<file path="config.mk">
export PLATFORM = sky130hd
export DESIGN_NAME = srecord_line_parser
export DESIGN_NICKNAME = d
export VERILOG_FILES = /design/src/rtl/srp_pkg.sv /design/src/rtl/srecord_line_parser.sv /design/src/rtl/srp_parser.sv /design/src/rtl/srp_out_buf.sv
export VERILOG_INCLUDE_DIRS = /design/src /design/src/rtl
export SDC_FILE = /design/constraint.sdc
export NUM_CORES = 1
export LEC_CHECK = 0
export BUFFER_PORTS_ARGS = -buffer_cell sky130_fd_sc_hd__clkbuf_2
export CAP_MARGIN = 40
export CORE_UTILIZATION = 44
export CTS_CLUSTER_DIAMETER = 80
export DETAILED_ROUTE_END_ITERATION = 10
export PLACE_DENSITY = 0.61
export SLEW_MARGIN = 20
export SYNTH_ARGS = -nofsm -noshare
export SYNTH_HDL_FRONTEND = slang
export SYNTH_SLANG_ARGS = --single-unit
export TNS_END_PERCENT = 20
</file>
<file path="constraint.sdc">
create_clock -name clk_i -period 8.9 [get_ports clk_i]
set_clock_uncertainty 0.05 [all_clocks]
set_input_delay 0.89 -clock clk_i [delete_from_list [all_inputs] [get_ports clk_i]]
set_output_delay 0.89 -clock clk_i [all_outputs]
set_load 0.05 [all_outputs]
</file>
<file path="src/rtl/assert_macros.svh">
// assertion helpers, sampled on the block clock and muted during reset
`ifndef ASSERT_MACROS_SVH
`define ASSERT_MACROS_SVH

// condition holds at every edge
`define SRP_ASSERT_ALWAYS(label, cond, msg) \
  label: assert property (@(posedge clk_i) disable iff (!rst_ni) (cond)) \
    else $error(msg);

// antecedent at one edge implies consequent at the next edge
`define SRP_ASSERT_NEXT(label, ante, cons, msg) \
  label: assert property (@(posedge clk_i) disable iff (!rst_ni) (ante) |=> (cons)) \
    else $error(msg);

`endif

</file>
<file path="src/rtl/srp_pkg.sv">
`default_nettype none

package srp_pkg;

  localparam logic [0:0] KindData   = 1'b0;
  localparam logic [0:0] KindStatus = 1'b1;

  localparam logic [1:0] StatusOk      = 2'd0;
  localparam logic [1:0] StatusInvalid = 2'd1;
  localparam logic [1:0] StatusCsumErr = 2'd2;

  typedef struct packed {
    logic [0:0]  kind;
    logic [3:0]  record_type;
    logic [31:0] address;
    logic [7:0]  data_byte;
    logic [23:0] record_count;
    logic [7:0]  data_count;
    logic [1:0]  status;
  } srp_res_t;

endpackage

`default_nettype wire

</file>
<file path="src/rtl/srecord_line_parser.sv">
// s-record line parser
//
// input channel: one ascii character per request (ch_i), with first_i set on
// the first character of each record line; in_valid_i / in_stall_o.
// output channel: one result request per data byte (kind 0, with its address)
// and one status request per record (kind 1: ok, not valid, checksum error);
// out_valid_o / out_stall_i.
// a character is accepted when in_valid_i is high and in_stall_o is low.
// a result from an accepted character is registered in the output register,
// or in the skid register when the output stalls. throughput: one character
// per cycle while in_stall_o is low; each character needs only a nibble
// decode and a few register updates in the parser, and its result lands in a
// two-entry output buffer (output register plus skid register).
// when the receiver stalls, the pending result holds on the outputs and the
// skid register takes one more; in_stall_o is high exactly while the skid
// register is occupied, from the cycle after a stalled edge that took a new
// result until the edge at which the output drains.
// reset: asynchronous, active low; parser returns to idle waiting for a
// record start and both buffer entries empty.
`default_nettype none

module srecord_line_parser import srp_pkg::*; (
  input  wire logic        clk_i,
  input  wire logic        rst_ni,
  input  wire logic        in_valid_i,
  output logic             in_stall_o,
  input  wire logic [7:0]  ch_i,
  input  wire logic        first_i,
  output logic             out_valid_o,
  input  wire logic        out_stall_i,
  output logic             kind_o,
  output logic [3:0]       record_type_o,
  output logic [31:0]      address_o,
  output logic [7:0]       data_byte_o,
  output logic [23:0]      record_count_o,
  output logic [7:0]       data_count_o,
  output logic [1:0]       status_o
);

  logic     in_acc;
  logic     res_vld;
  srp_res_t res;
  srp_res_t out_res;
  logic     buf_full;

  // stall only while the skid entry is taken, so a new result always fits
  assign in_stall_o = buf_full;
  assign in_acc     = in_valid_i && !buf_full;

  // record state machine, hex decode and checksum
  srp_parser u_parser (
    .clk_i     (clk_i),
    .rst_ni    (rst_ni),
    .acc_i     (in_acc),
    .ch_i      (ch_i),
    .first_i   (first_i),
    .res_vld_o (res_vld),
    .res_o     (res)
  );

  // result register with skid entry
  srp_out_buf u_out_buf (
    .clk_i       (clk_i),
    .rst_ni      (rst_ni),
    .res_vld_i   (res_vld),
    .res_i       (res),
    .out_stall_i (out_stall_i),
    .out_vld_o   (out_valid_o),
    .out_o       (out_res),
    .full_o      (buf_full)
  );

  assign kind_o         = out_res.kind;
  assign record_type_o  = out_res.record_type;
  assign address_o      = out_res.address;
  assign data_byte_o    = out_res.data_byte;
  assign record_count_o = out_res.record_count;
  assign data_count_o   = out_res.data_count;
  assign status_o       = out_res.status;

endmodule

`default_nettype wire

</file>
<file path="src/rtl/srp_parser.sv">
`default_nettype none

module srp_parser import srp_pkg::*; (
  input  wire logic       clk_i,
  input  wire logic       rst_ni,
  input  wire logic       acc_i,
  input  wire logic [7:0] ch_i,
  input  wire logic       first_i,
  output logic            res_vld_o,
  output srp_res_t        res_o
);

  typedef enum logic [2:0] {
    PH_IDLE, PH_TYPE, PH_COUNT, PH_FIELD, PH_DATA, PH_CSUM, PH_SKIP
  } phase_e;

  localparam logic [7:0] CharS    = 8'h53;
  localparam logic [7:0] CharZero = 8'h30;
  localparam logic [7:0] CharNine = 8'h39;
  localparam logic [7:0] CharUpA  = 8'h41;
  localparam logic [7:0] CharUpF  = 8'h46;
  localparam logic [7:0] CharLoA  = 8'h61;
  localparam logic [7:0] CharLoF  = 8'h66;
  localparam logic [7:0] SumGood  = 8'hFF;
  localparam logic [7:0] HexTen   = 8'd11 - 8'd1;

  function automatic logic [3:0] hex_val(input logic [7:0] c);
    logic [7:0] t;
    t = 8'd0;
    if (c >= CharZero && c <= CharNine) t = c - CharZero;
    else if (c >= CharUpA && c <= CharUpF) t = c - CharUpA + HexTen;
    else if (c >= CharLoA && c <= CharLoF) t = c - CharLoA + HexTen;
    return t[3:0];
  endfunction

  function automatic logic [2:0] field_bytes(input logic [3:0] t);
    logic [2:0] n;
    case (t)
      4'd0, 4'd1, 4'd5, 4'd9: n = 3'd2;
      4'd2, 4'd6, 4'd8:       n = 3'd3;
      4'd3, 4'd7:             n = 3'd4;
      default:                n = 3'd0;
    endcase
    return n;
  endfunction

  phase_e      phase_q, phase_d;
  logic [3:0]  nib_high_q, nib_high_d;
  logic        nib_pend_q, nib_pend_d;
  logic [3:0]  rec_type_q, rec_type_d;
  logic [7:0]  byte_total_q, byte_total_d;
  logic [7:0]  bytes_left_q, bytes_left_d;
  logic [31:0] field_q, field_d;
  logic [7:0]  sum_q, sum_d;
  logic [7:0]  data_index_q, data_index_d;
  logic        failed_q, failed_d;

  always_comb begin
    logic [3:0]  v;
    logic [7:0]  b;
    logic [7:0]  fb8;
    logic [7:0]  dlen;
    logic [7:0]  bl;
    logic [7:0]  sum_n;
    logic [31:0] start;
    logic        fail_n;
    phase_d      = phase_q;
    nib_high_d   = nib_high_q;
    nib_pend_d   = nib_pend_q;
    rec_type_d   = rec_type_q;
    byte_total_d = byte_total_q;
    bytes_left_d = bytes_left_q;
    field_d      = field_q;
    sum_d        = sum_q;
    data_index_d = data_index_q;
    failed_d     = failed_q;
    res_vld_o    = 1'b0;
    res_o        = '0;
    v     = hex_val(ch_i);
    b     = {nib_high_q, v};
    fb8   = {5'd0, field_bytes(rec_type_q)};
    dlen  = (rec_type_q <= 4'd3) ? (byte_total_q - fb8 - 8'd1) : 8'd0;
    bl    = bytes_left_q - 8'd1;
    sum_n = sum_q + b;
    start = (rec_type_q == 4'd0) ? 32'd0 : field_q;
    fail_n = failed_q || (b < fb8 + 8'd1) ||
             ((rec_type_q >= 4'd5) && (b != fb8 + 8'd1));

    if (acc_i) begin
      if (first_i) begin
        nib_high_d   = '0;
        nib_pend_d   = 1'b0;
        rec_type_d   = '0;
        byte_total_d = '0;
        bytes_left_d = '0;
        field_d      = '0;
        sum_d        = '0;
        data_index_d = '0;
        failed_d     = 1'b0;
        phase_d      = (ch_i == CharS) ? PH_TYPE : PH_IDLE;
        if (phase_q != PH_IDLE) begin
          res_vld_o = 1'b1;
          res_o.kind = KindStatus;
          res_o.record_type = rec_type_q;
          res_o.status = StatusInvalid;
        end else if (ch_i != CharS) begin
          res_vld_o = 1'b1;
          res_o.kind = KindStatus;
          res_o.status = StatusInvalid;
        end
      end else if (phase_q == PH_IDLE) begin
        phase_d = PH_IDLE;
      end else if (phase_q == PH_TYPE) begin
        if (ch_i >= CharZero && ch_i <= CharNine) begin
          rec_type_d = ch_i[3:0];
          if (ch_i[3:0] == 4'd4) failed_d = 1'b1;
        end else begin
          rec_type_d = '0;
          failed_d   = 1'b1;
        end
        nib_pend_d = 1'b0;
        phase_d    = PH_COUNT;
      end else if (!nib_pend_q) begin
        nib_high_d = v;
        nib_pend_d = 1'b1;
      end else begin
        nib_pend_d = 1'b0;
        case (phase_q)
          PH_COUNT: begin
            byte_total_d = b;
            sum_d        = b;
            failed_d     = fail_n;
            if (fail_n) begin
              bytes_left_d = b;
              if (b == 8'd0) begin
                res_vld_o = 1'b1;
                res_o.kind = KindStatus;
                res_o.record_type = rec_type_q;
                res_o.status = StatusInvalid;
                phase_d = PH_IDLE;
              end else begin
                phase_d = PH_SKIP;
              end
            end else begin
              bytes_left_d = fb8;
              field_d      = '0;
              phase_d      = PH_FIELD;
            end
          end
          PH_FIELD: begin
            field_d = {field_q[23:0], b};
            sum_d   = sum_n;
            if (bl == 8'd0) begin
              bytes_left_d = dlen;
              phase_d = (dlen != 8'd0) ? PH_DATA : PH_CSUM;
            end else begin
              bytes_left_d = bl;
            end
          end
          PH_DATA: begin
            sum_d = sum_n;
            res_vld_o = 1'b1;
            res_o.kind = KindData;
            res_o.record_type = rec_type_q;
            res_o.address = start + {24'd0, data_index_q};
            res_o.data_byte = b;
            res_o.data_count = dlen;
            res_o.status = StatusOk;
            data_index_d = data_index_q + 8'd1;
            bytes_left_d = bl;
            if (bl == 8'd0) phase_d = PH_CSUM;
          end
          PH_CSUM: begin
            sum_d = sum_n;
            res_vld_o = 1'b1;
            res_o.kind = KindStatus;
            res_o.record_type = rec_type_q;
            res_o.data_count = dlen;
            res_o.status = (sum_n == SumGood) ? StatusOk : StatusCsumErr;
            if (rec_type_q == 4'd5 || rec_type_q == 4'd6) begin
              res_o.record_count = field_q[23:0];
            end else if (rec_type_q != 4'd0) begin
              res_o.address = field_q;
            end
            phase_d = PH_IDLE;
          end
          PH_SKIP: begin
            bytes_left_d = bl;
            if (bl == 8'd0) begin
              res_vld_o = 1'b1;
              res_o.kind = KindStatus;
              res_o.record_type = rec_type_q;
              res_o.status = StatusInvalid;
              phase_d = PH_IDLE;
            end
          end
          default: begin
            phase_d = PH_IDLE;
          end
        endcase
      end
    end
  end

  always_ff @(posedge clk_i or negedge rst_ni) begin
    if (!rst_ni) begin
      phase_q      <= PH_IDLE;
      nib_high_q   <= '0;
      nib_pend_q   <= 1'b0;
      rec_type_q   <= '0;
      byte_total_q <= '0;
      bytes_left_q <= '0;
      field_q      <= '0;
      sum_q        <= '0;
      data_index_q <= '0;
      failed_q     <= 1'b0;
    end else begin
      phase_q      <= phase_d;
      nib_high_q   <= nib_high_d;
      nib_pend_q   <= nib_pend_d;
      rec_type_q   <= rec_type_d;
      byte_total_q <= byte_total_d;
      bytes_left_q <= bytes_left_d;
      field_q      <= field_d;
      sum_q        <= sum_d;
      data_index_q <= data_index_d;
      failed_q     <= failed_d;
    end
  end

endmodule

`default_nettype wire

</file>
<file path="src/rtl/srp_out_buf.sv">
`default_nettype none
`include "assert_macros.svh"

module srp_out_buf import srp_pkg::*; (
  input  wire logic     clk_i,
  input  wire logic     rst_ni,
  input  wire logic     res_vld_i,
  input  wire srp_res_t res_i,
  input  wire logic     out_stall_i,
  output logic          out_vld_o,
  output srp_res_t      out_o,
  output logic          full_o
);

  logic     out_vld_q;
  logic     skid_vld_q;
  srp_res_t out_q;
  srp_res_t skid_q;
  logic     pop;
  logic     load;

  assign pop  = out_vld_q && !out_stall_i;
  assign load = !out_vld_q || pop;

  always_ff @(posedge clk_i or negedge rst_ni) begin
    if (!rst_ni) begin
      out_vld_q  <= 1'b0;
      skid_vld_q <= 1'b0;
    end else begin
      if (load) out_vld_q <= skid_vld_q || res_vld_i;
      if (skid_vld_q && pop) skid_vld_q <= 1'b0;
      else if (res_vld_i && !load) skid_vld_q <= 1'b1;
    end
  end

  always_ff @(posedge clk_i) begin
    if (load) out_q <= skid_vld_q ? skid_q : res_i;
    if (res_vld_i && !load) skid_q <= res_i;
  end

  assign out_vld_o = out_vld_q;
  assign out_o     = out_q;
  assign full_o    = skid_vld_q;

  `SRP_ASSERT_ALWAYS(a_skid_needs_out, !skid_vld_q || out_vld_q, "skid set with output empty")
  `SRP_ASSERT_ALWAYS(a_no_push_when_full, !(res_vld_i && skid_vld_q), "push into full skid")
  `SRP_ASSERT_NEXT(a_skid_fills, out_vld_q && out_stall_i && res_vld_i, skid_vld_q, "request lost")
  `SRP_ASSERT_NEXT(a_skid_drains, skid_vld_q && !out_stall_i, !skid_vld_q, "skid not drained")

endmodule

`default_nettype wire

</file>
# After elaboration in Yosys (flattened, before gate mapping)
# Memories as Yosys holds them, arrays and structs flattened.
# Index checks and enable logic that the tools add are counted.
dict set report classes {
  addsub 12
  n_lt_le_gt_ge 9
  n_eq_ne 21
  muxes 104
  n_reduce_logical 48
}
# op n
set ops {}
lappend ops {{$mux W79} 5}
lappend ops {{$mux W32} 8}
lappend ops {{$mux W8} 23}
lappend ops {{$pmux W32 S2} 2}
lappend ops {{$mux W72} 1}
lappend ops {{$mux W24} 2}
lappend ops {{$mux W4} 12}
lappend ops {{$add A32 B8 Y32} 1}
lappend ops {{$reduce_and A5 Y1} 6}
lappend ops {{$mux W1} 28}
lappend ops {{$mux W3} 9}
lappend ops {{$pmux W8 S3} 1}
lappend ops {{$mux W5} 4}
lappend ops {{$pmux W5 S4} 1}
lappend ops {{$ge A8 B7 Y1 const B} 2}
lappend ops {{$le A8 B7 Y1 const B} 2}
lappend ops {{$logic_not A8 Y1} 2}
lappend ops {{$pmux W8 S2} 1}
lappend ops {{$sub A8 B1 Y8 const B} 2}
lappend ops {{$ne A5 B2 Y1 const B} 3}
lappend ops {{$reduce_bool A3 Y1} 5}
lappend ops {{$eq A4 B3 Y1 const B} 3}
lappend ops {{$pmux W3 S4} 1}
lappend ops {{$reduce_bool A4 Y1} 3}
lappend ops {{37 further kinds} 67}
dict set report totals {
  regBits 237
  rom_bits 48
  input_bits 13
  output_inout_bits 81
  word_cells 221
  mem_count 1
}
# memory words word_bits read_ports rd_clocked_by_memory_dff wr line_no
set memory_table {}
lappend memory_table {{(name not given)} 16 3 1 0 0 srp_parser.sv:38} ;# case (t)

# Longest topological paths before layout
# Gate-level depths: netlist of the first run.
dict set report depth {
  depth_word 18
  ltp_mapped 17
  mapped_depth_nobuf 16
}

# Cells and area by module
# Synthesis of the first run repeated with hierarchy kept, for this count alone.
dict set report hier_totals {
  cells_unflattened 1051
  area_unflattened_um2 12713.4
}
# mod instances cells_per_inst area_each_um2 seq_area_each_um2
set modules_own_cells {}
lappend modules_own_cells {srp_parser 1 795 6520.0 1926.8}
lappend modules_own_cells {srp_out_buf 1 255 6179.7 4794.6}
lappend modules_own_cells {srecord_line_parser 1 1 13.8 0.0}

# Worst setup path after synthesis of the first run
# Ideal clock, no wire load.
dict set report synth_path {
  path_type {input to register}
  from {input port ch_i[0]}
  to {register u_out_buf.skid_q[0] in the netlist's numbering (enable)}
  setup_time_ps 433
  t_arrival_ps 5149
  required_time_ps 8417
  slack_ps 3269
  path_stages 14
  n_path_buf 0
  cell_sequence {inv_1 -> ha_1 -> nor3b_1 -> or3_1 -> o31a_1 -> inv_1 -> ha_1 -> o21ai_0 -> a21oi_1 -> o221ai_4 -> and3_4 -> a41oi_4 -> a211o_1 -> inv_1}
}
dict set report synth_via {
  elab_chain_len 16
  elab_cells_between_ends 35
  classes_between {add/sub: 5; order compare: 7; eq/ne: 2; mux: 13; reduce/logical: 8}
}
# item line_no
set synth_rtl {}
lappend synth_rtl {{start: declaration} srecord_line_parser.sv:27} ;# input wire logic [7:0] ch_i,
lappend synth_rtl {{$sub A4 B1 Y4 (tied with other cells)} {srp_parser.sv:31, srp_parser.sv:32}}
lappend synth_rtl {{$add A4 B4 Y4 / $logic_and A1 B1 Y1 (equally long branches)} {srp_parser.sv:31, srp_parser.sv:32}}
lappend synth_rtl {{$mux W4} srp_parser.sv:32} ;# else if (c >= CharLoA && c <= CharLoF) t = c - CharLoA + HexTen;
lappend synth_rtl {{$mux W4} srp_parser.sv:31} ;# else if (c >= CharUpA && c <= CharUpF) t = c - CharUpA + HexTen;
lappend synth_rtl {{$mux W4} srp_parser.sv:30} ;# if (c >= CharZero && c <= CharNine) t = c - CharZero;
lappend synth_rtl {{$lt A8 B8 Y1 / $ne A8 B8 Y1 (equally long branches)} {srp_parser.sv:86, srp_parser.sv:87}}
lappend synth_rtl {{$logic_or A1 B1 Y1 / $logic_and A1 B1 Y1 (equally long branches)} {srp_parser.sv:86, srp_parser.sv:87}}
lappend synth_rtl {{$logic_or A1 B1 Y1} srp_parser.sv:86} ;# fail_n = failed_q || (b < fb8 + 8'd1) ||
lappend synth_rtl {{$mux W1} srp_parser.sv:133} ;# if (fail_n) begin
lappend synth_rtl {{$pmux W1 S3} srp_parser.sv:128} ;# case (phase_q)
lappend synth_rtl {{$mux W1} srp_parser.sv:123} ;# end else if (!nib_pend_q) begin
lappend synth_rtl {{$mux W1} srp_parser.sv:113} ;# end else if (phase_q == PH_TYPE) begin
lappend synth_rtl {{$mux W1} srp_parser.sv:111} ;# end else if (phase_q == PH_IDLE) begin
lappend synth_rtl {{$mux W1 (*)} srp_parser.sv:90} ;# if (first_i) begin
lappend synth_rtl {{$mux W1 (*)} srp_parser.sv:89} ;# if (acc_i) begin
lappend synth_rtl {{$logic_and A1 B1 Y1 (*)} srp_out_buf.sv:38} ;# if (res_vld_i && !load) skid_q <= res_i;
lappend synth_rtl {{end signal: assignment} srp_out_buf.sv:38}
lappend synth_rtl {{end: declaration} srp_out_buf.sv:18} ;# srp_res_t skid_q;
# Mark *: on every way between the ends. The rest lies on a longest branch, timed or not.
# A chain may end at the register's enable or synchronous reset.

# Worst setup path after layout of the first run
dict set report layout_path {
  from {input port ch_i[0]}
  to {register u_out_buf.skid_q[61] in the netlist's numbering (enable)}
}
# The elaborated chain is that of the path after synthesis.

==> results of run 1 <==
[cell families after synthesis]
family,after synthesis,share of synthesized area
compound gates,314,0.177
fa+ha+maj,38,0.0406
flops,237,0.549
simple gates,431,0.172
buf+inv,100,0.0318
mux,5,0.00439
xor+xnor,36,0.0257
[layout by cell type (no fill, tap or decap), types with 5 or more instances in the layout]
master / count
ha_1: 35
o31ai_1: 22
a211o_1: 5
a22o_1: 11
o22ai_1: 8
or3_1: 5
and2_1: 39
clkinv_2: 5
a21oi_1: 57
edfxtp_1: 158
or2_2: 5
nor3_1: 21
o21ai_0: 67
nor2b_1: 10
xnor2_1: 19
a31oi_1: 6
inv_1: 38
and3_1: 19
nand4_1: 15
nand2b_1: 11
nor4_1: 12
nor2_1: 73
clkbuf_16: 27
a21o_1: 64
nand2_1: 165
clkbuf_2: 92
nand3_1: 32
o211ai_1: 7
xor2_1: 17
buf_4: 16
o21ai_1: 6
dfrtp_1: 78
[area by class of cell]
class / count / area (um2)
clock buffers: 32 / 714
fillers: 2450 / 13100
flip-flops and latches: 237 / 6720
multi-input cells: 824 / 5160
inverters: 40 / 150
repair buffers: 111 / 656
clock inverters: 18 / 184
well taps: 372 / 465
[path summary, 6_finish.rpt]
kind / cells after the start / slack (ns) / endpoint
max reg2reg: 15 / 3.97 / u_out_buf.skid_q[61]
min reg2reg: 2 / 0.44 / u_parser.sum_q[6]
max in group asynchronous: 3 / 7.83 / u_parser.field_q[20]
min in group clk_i: 2 / 0.44 / u_parser.sum_q[6]
max: 17 / 3.61 / u_out_buf.skid_q[61]
min: 1 / 0.11 / u_parser.rec_type_q[3]
[per-layer routing]
layer / wire (um) / track usage / vias up
met5: 0 / 0 / -
met4: 859 / 0.0747 / 0
met3: 1390 / 0.0302 / 51
met2: 15000 / 0.371 / 260
met1: 13400 / 0.289 / 4472
li1: - / - / 4458
[registers in the layout (all words and copies together), names as in the netlist]
register               count
u_out_buf.out_o           79
u_out_buf.skid_q          79
u_parser.field_q          32
u_parser.byte_total_q      8
u_parser.bytes_left_q      8
u_parser.data_index_q      8
u_parser.sum_q             8
u_parser.nib_high_q        4
u_parser.rec_type_q        4
u_parser.phase_q           3
u_out_buf.full_o           1
u_out_buf.out_vld_o        1
u_parser.failed_q          1
u_parser.nib_pend_q        1
[stage by stage]
stage,power [W],cells,util
5_1_grt,0.00351,1634,0.518
4_1_cts,0.00339,1633,0.518
2_1_floorplan,0.00206,1161,-
6_report,0.00336,1634,0.518
3_5_place_dp,0.00227,1583,0.485
3_3_place_gp,0.00226,1579,0.482
[power groups by stage]
stage | registers, W | clock network (W) | logic, W
final | 0.00140 | 0.00111 | 0.000843
after global routing | 0.00142 | 0.00118 | 0.000904
after CTS | 0.00140 | 0.00114 | 0.000849
after detailed placement | 0.00143 | 0 | 0.000846
after global placement | 0.00143 | 0 | 0.000836
after floorplan | 0.00170 | 0 | 0.000359
==> results.toml, run 1 <==
[pwr]
combPwrFrac = 0.251
p_int_w = 0.00221
p_leak_nw = 6.16
vdd_ir_drop_max_v = 0.000125
switching_power_w = 0.00115
power_density_nw_per_um2 = 239
seqPwrFrac = 0.418
swShare = 0.343
clockPowerShare = 0.331

[synth]
syn_nets = 1212
yosys_warnings = 0
ys_types = 86
synthArstFlopShare = 0.333
synth_most_common_cell = "nand2_1"
ys_seq_elements = 237
syn_area_um2 = 12300
synth_top_area_frac = 0.387
synthFlopType = "edfxtp_1"
synth_edf_count = 158
synth_common_cells = "nand2_1 (166), edfxtp_1 (158), dfrtp_1 (79)"
synthTopCellsByArea = "edfxtp_1 (39%), dfrtp_1 (16%), nand2_1 (5.1%), a21o_1 (3.9%), ha_1 (3.6%)"
synth_cells = 1161
synth.avg_cell_area_um2 = 10.6
seq_area_frac_synth = 0.549
synth_top_cell_by_area = "edfxtp_1"

[place]
hpwl_mm = 21.6
pre_cts_ws_ns = 3.07
port_buffers = 93
post_dp_cell_area_um2 = 13100
place_congestion = 0.887

[cts]
htreeDepth = 1
clockBufferDepth = 3
clock-sinks = 237
path_clk_slew_ns = 0.06
cts_root_buf = "clkbuf_16"
worstSkewPairLatency_ns = 0.53
cts_tree = "done"
cts_resized = 0
cts_buffers = 27
cts-hold-fix-buffers = 0
cts_setup_buffers = 0

[sta]
setup_violations = 0
layout_worst_path_cycle_share = 0.594
hold_violations = 0
timing.final.ws_setup_ns = 3.61
slew_violations = 0
fmax_ghz = 0.189
tns_ns = 0
rsz0062_at_grt = "no"
tightest_slew_ns = 0.849
finalCriticalPeriod_ns = 5.29
holdWs_ns = 0.108
slew_headroom = 0.434

[drt]
wl_per_cell_um = 18.8
drt_pass1_iterations = 5
drc_errors = 0
detail_route.vias_per_cell = 5.66
wl_mm = 30.7
dr.first_iter.drc_count = 836
ant_nets = 0
vias = 9241

[critical_path]
r2r-start = "u_parser.rec_type_q[1]"
critical_path_buf_inv_count = 5
start_kind = "primary input"
criticalPathCategory = "in2reg"
cp_top_family = "compound AO/OA/AOI/OAI gates"
path_cells = "clkbuf_2 > inv_1 > ha_1 > nand2b_1 > a21oi_1 > nor2_1 > a22oi_1 > inv_1 > ha_1 > nand2b_1 > a21oi_1 > o221ai_4 > and3_4 > a41oi_4 > a211o_1 > inv_2 > buf_4"
path_max_fanout = 42
cp.required_ns = 9.01
crit_start = "ch_i[0]"
crit_slowest_cell = "a22oi_1"
endpoint_kind = "flip-flop"
worst_path_largest_cell_delay_ns = 0.65
crit_arrival_ns = 5.39

[global_route]
grt_max_degree = 65
antenna_found_initial = 0
grt_pass1_vias = 9080
grt_overflow = 0
grt_usage = 0.219
grt_pass1_wl_mm = 49.6

[die]
die_height_um = 169
core-area_um2 = 27100
start_util = 0.452
die_area_um2 = 28500
num_io_pins = 94
fp.dieW_um = 169
num_rows = 60

[finish]
design_area_um2 = 14000
diodes = 0
drive_above_1_share = 0.142
final_nets = 1292
area_delta_synth_final_pct = 14.7

[run]
drv_cap = 0

[hold_path]
hold_class = "in2async"

[status]
run_status = "finished clean"
(Power assumes the default switching activity.)
==> inputs of run 2 (changes only) <==
Settings changed: PLACE_DENSITY 0.61 to 0.64.
Clock period 8.9 ns to 4.5 ns, I/O delays scaled along.
==> results.toml, run 2 (same netlist as run 1, synthesis figures left out) <==
[sta]
setup_violations = 0
fmax_ghz = 0.248
slew_violations = 0
slew_headroom = 0.456
tightest_slew_ns = 0.813
finalCriticalPeriod_ns = 4.04
timing.final.ws_setup_ns = 0.461
rsz0062_at_grt = "no"
tns_ns = 0
hold_violations = 0
layout_worst_path_cycle_share = 0.898

[die]
num_rows = 60
die_area_um2 = 28500
die_height_um = 169
fp.dieW_um = 169
start_util = 0.452
num_io_pins = 94
core-area_um2 = 27100

[global_route]
grt_usage = 0.218
grt_overflow = 0
grt_max_degree = 83
grt_pass1_vias = 8776
grt_pass1_wl_mm = 48.8
antenna_found_initial = 0

[status]
run_status = "finished clean"

[cts]
htreeDepth = 1
cts-hold-fix-buffers = 1
clock-sinks = 237
cts_resized = 0
cts_setup_buffers = 0
path_clk_slew_ns = 0.06
cts_buffers = 26
cts_root_buf = "clkbuf_16"
clockBufferDepth = 3
cts_tree = "done"
worstSkewPairLatency_ns = 0.55

[critical_path]
reg2reg_setup_slack_ns = 0.46
r2r_end = "u_out_buf.skid_q[55]"
rr_worst_depth = 16
path_max_fanout = 45
cp.required_ns = 4.67
r2r-start = "u_parser.rec_type_q[1]"
start_kind = "flip-flop"
crit_arrival_ns = 4.20
criticalPathCategory = "reg2reg"
endpoint_kind = "flip-flop"

[drt]
wl_mm = 30.8
vias = 9275
drc_errors = 0
dr.first_iter.drc_count = 873
ant_nets = 0
detail_route.vias_per_cell = 5.64
drt_pass1_iterations = 5
wl_per_cell_um = 18.8

[hold_path]
holdPathStages = 2
hold_end = "u_parser.rec_type_q[3]"
hold_class = "in2reg"
hp-start = "ch_i[3]"

[finish]
most-common-layout-cells = "nand2_1 (165), edfxtp_1 (158), clkbuf_2 (92), dfrtp_1 (78), nor2_1 (72)"
final_util = 0.522
design_area_um2 = 14100
drive_above_1_share = 0.156
diodes = 0
area_delta_synth_final_pct = 15.4
final_common_cell = "nand2_1"
final_nets = 1303

[place]
pre_cts_ws_ns = 0.368
place_congestion = 0.899
port_buffers = 93
hpwl_mm = 21.5
post_dp_cell_area_um2 = 13300

[run]
drv_cap = 0

[pwr]
power_density_nw_per_um2 = 463
p_leak_nw = 6.19
vdd_ir_drop_max_v = 0.000232
power_w = 0.00655
[run 2: cell types whose count changed in the layout (fill, tap and decap cells not counted), moves of 2 or more]
cell and change:
buf_12 +2, buf_4 +9, bufinv_16 -3, clkinv_1 -2, clkinvlp_4 +4
[run 2: routing by layer]
| metal | global-route usage | vias to the layer above | part of all wire |
|---|---|---|---|
| met5 | 0 | - | 0 |
| met1 | 0.296 | 4440 | 0.43 |
| met3 | 0.0306 | 72 | 0.050 |
| li1 | - | 4464 | - |
| met2 | 0.359 | 299 | 0.48 |
| met4 | 0.0739 | 0 | 0.034 |
[run 2: worst max path at each step]
stage,endpoint,startpoint,cells past startpoint
floorplan,u_out_buf.skid_q[0],ch_i[0],15
global placement,u_out_buf.skid_q[3],ch_i[1],16
detailed placement,u_out_buf.skid_q[5],ch_i[1],16
CTS,u_out_buf.skid_q[5],u_parser.rec_type_q[0],16
global route,u_out_buf.skid_q[8],u_parser.rec_type_q[1],16
finish,u_out_buf.skid_q[55],u_parser.rec_type_q[1],16
[run 2: cell type report]
type,instances,area [um2]
fill,2420,13000
sequential,237,6720
multi-input combinational,824,5180
timing repair buffer,123,773
clock buffer,32,736
tap,372,465
inverter,40,154
clock inverter,16,113
[run 2: report_power, final]
part	leakage, nW	internal (W)	total [W]	switching [W]
Sequential	2.65	0.00263	0.00278	0.000154
Clock	0.411	0.00117	0.00208	0.000900
Combinational	3.13	0.000445	0.00170	0.00125
[run 2: critical path, stage by stage, from the launching register on]
cell and delay, ns:
dfrtp_1 0.45, inv_1 0.11, ha_1 0.23, inv_1 0.06
a2bb2oi_1 0.47, inv_1 0.12, ha_1 0.21, xnor2_1 0.13
ha_1 0.30, o21ai_0 0.16, a21oi_1 0.09, o221ai_4 0.18
and3_4 0.23, a41oi_4 0.14, a211o_1 0.36, clkinvlp_4 0.13
buf_12 0.25
[run 2: through the flow]
stage          instances  hold slack [ns]
2_1_floorplan       1161            0.104
3_3_place_gp        1591            0.395
3_5_place_dp        1593            0.391
4_1_cts             1642            0.232
5_1_grt             1644            0.258
6_report            1644            0.243
==> inputs of run 3 (changes only) <==
Settings changed: PLACE_DENSITY 0.64 to 0.73.
==> results.toml, run 3 (same netlist as run 1, synthesis figures left out) <==
[critical_path]
worst_path_largest_cell_delay_ns = 0.58
criticalPathCategory = "reg2reg"
endpoint_kind = "flip-flop"
r2r-start = "u_parser.rec_type_q[0]"
path_max_fanout = 16
crit_arrival_ns = 4.37
start_kind = "flip-flop"
reg2reg_setup_slack_ns = 0.36
critPathMostFrequentCell = "ha_1"
critical_path_buf_inv_count = 2
cp_top_family = "simple AND/OR/NAND/NOR gates"
cp.required_ns = 4.73
path_cells = "inv_1 > ha_1 > or3b_2 > buf_4 > and2_1 > ha_1 > o211a_1 > nand3_1 > nor4_4 > a31oi_1 > or3_1 > a22o_1"
crit_slowest_cell = "nor4_4"
crit_start = "u_parser.rec_type_q[0]"

[pwr]
p_leak_nw = 6.17
power_density_nw_per_um2 = 466
vdd_ir_drop_max_v = 0.000262

[sta]
slew_headroom = 0.411
fmax_ghz = 0.241
finalCriticalPeriod_ns = 4.14
hold_violations = 0
tns_ns = 0
rsz0062_at_grt = "no"
layout_worst_path_cycle_share = 0.920
tightest_slew_ns = 0.882
setup_violations = 0
slew_violations = 0

[hold_path]
hp-start = "ch_i[3]"
hold_class = "in2reg"

[drt]
detail_route.vias_per_cell = 5.70
dr.max_layer_used = "met5"
wl_per_cell_um = 18.3
drt_pass1_iterations = 5
drc_errors = 0
vias = 9365
dr.first_iter.drc_count = 820
wl_mm = 30.0
wl_met2_mm = 14.4
wl_met3_mm = 1.82
ant_nets = 0
wl_met1_mm = 12.4

[cts]
clockBufferDepth = 3
cts_tree = "done"
cts_buffers = 27
clock-sinks = 237
worstSkewPairLatency_ns = 0.54
cts_setup_buffers = 0
cts_root_buf = "clkbuf_16"
htreeDepth = 1
path_clk_slew_ns = 0.06

[global_route]
grt_overflow = 0
grt_usage = 0.211
grt_max_degree = 59
grt_pass1_vias = 8928
antenna_found_initial = 1
grt_pass1_wl_mm = 47.7

[finish]
final_nets = 1302
most-common-layout-cells = "nand2_1 (165), edfxtp_1 (158), clkbuf_2 (92), dfrtp_1 (78), nor2_1 (72)"
final_util = 0.521
multi_input_area_um2 = 5180
diodes = 0
final_common_cell = "nand2_1"
area_delta_synth_final_pct = 15.2
drive_above_1_share = 0.150
n_fill_cell = 2368
register_area_um2 = 6720

[place]
place_congestion = 0.925
port_buffers = 93
hpwl_mm = 21.3

[die]
num_rows = 60
start_util = 0.452
die_height_um = 169
die_area_um2 = 28500
core-area_um2 = 27100
num_io_pins = 94
fp.dieW_um = 169

[status]
run_status = "finished clean"

[run]
drv_cap = 0
==> run 3: timing repair <==
| action | in CTS | in global routing |
|---|---|---|
| resized for setup | 0 | 0 |
| endpoints found under the hold margin | 30 | 0 |
| hold buffers | 1 | 0 |
| setup endpoints to repair | 0 | 0 |
==> run 3: power breakdown <==
group | total, W | switching [W] | internal [W] | leakage, nW
Sequential | 0.00281 | 0.000185 | 0.00263 | 2.65
Clock | 0.00213 | 0.000871 | 0.00126 | 0.415
Combinational | 0.00163 | 0.00121 | 0.000419 | 3.11
Total | 0.00658 | 0.00227 | 0.00431 | 6.17
==> run 3: final cells by class <==
cell class | count | share of cell area
clock buffers | 37 | 0.0519
well taps | 372 | 0.0330
clock inverters | 13 | 0.00957
inverters | 40 | 0.0109
repair buffers | 121 | 0.0514
multi-input cells | 824 | 0.367
flip-flops and latches | 237 | 0.476
==> run 3: final timing paths <==
kind	end	depth (start not counted)
worst min register to register	u_parser.sum_q[6]	2
min in group asynchronous	u_parser.nib_high_q[2]	2
worst max register to register	u_out_buf.out_o[71]	12
worst max-delay path	u_out_buf.out_o[71]	12
worst min-delay path	u_parser.rec_type_q[3]	2
max in group asynchronous	u_out_buf.full_o	3
==> run 3: per-stage QoR <==
step	instances	setup slack, ns	area, um2	power [W]	hold WS, ns
after floorplan	1161	0.00848	12300	0.00408	0.104
after global placement	1590	0.345	13200	0.00448	0.413
after detailed placement	1592	0.299	13200	0.00449	0.385
after CTS	1643	0.371	14100	0.00663	0.201
after global routing	1644	0.0947	14100	0.00684	0.212
final	1644	0.359	14100	0.00658	0.211
==> run 3: metal layers <==
metal,track usage,vias to the layer above
met5,0,-
met4,0.0980,2
met3,0.0299,89
met2,0.351,350
met1,0.274,4457
li1,-,4467
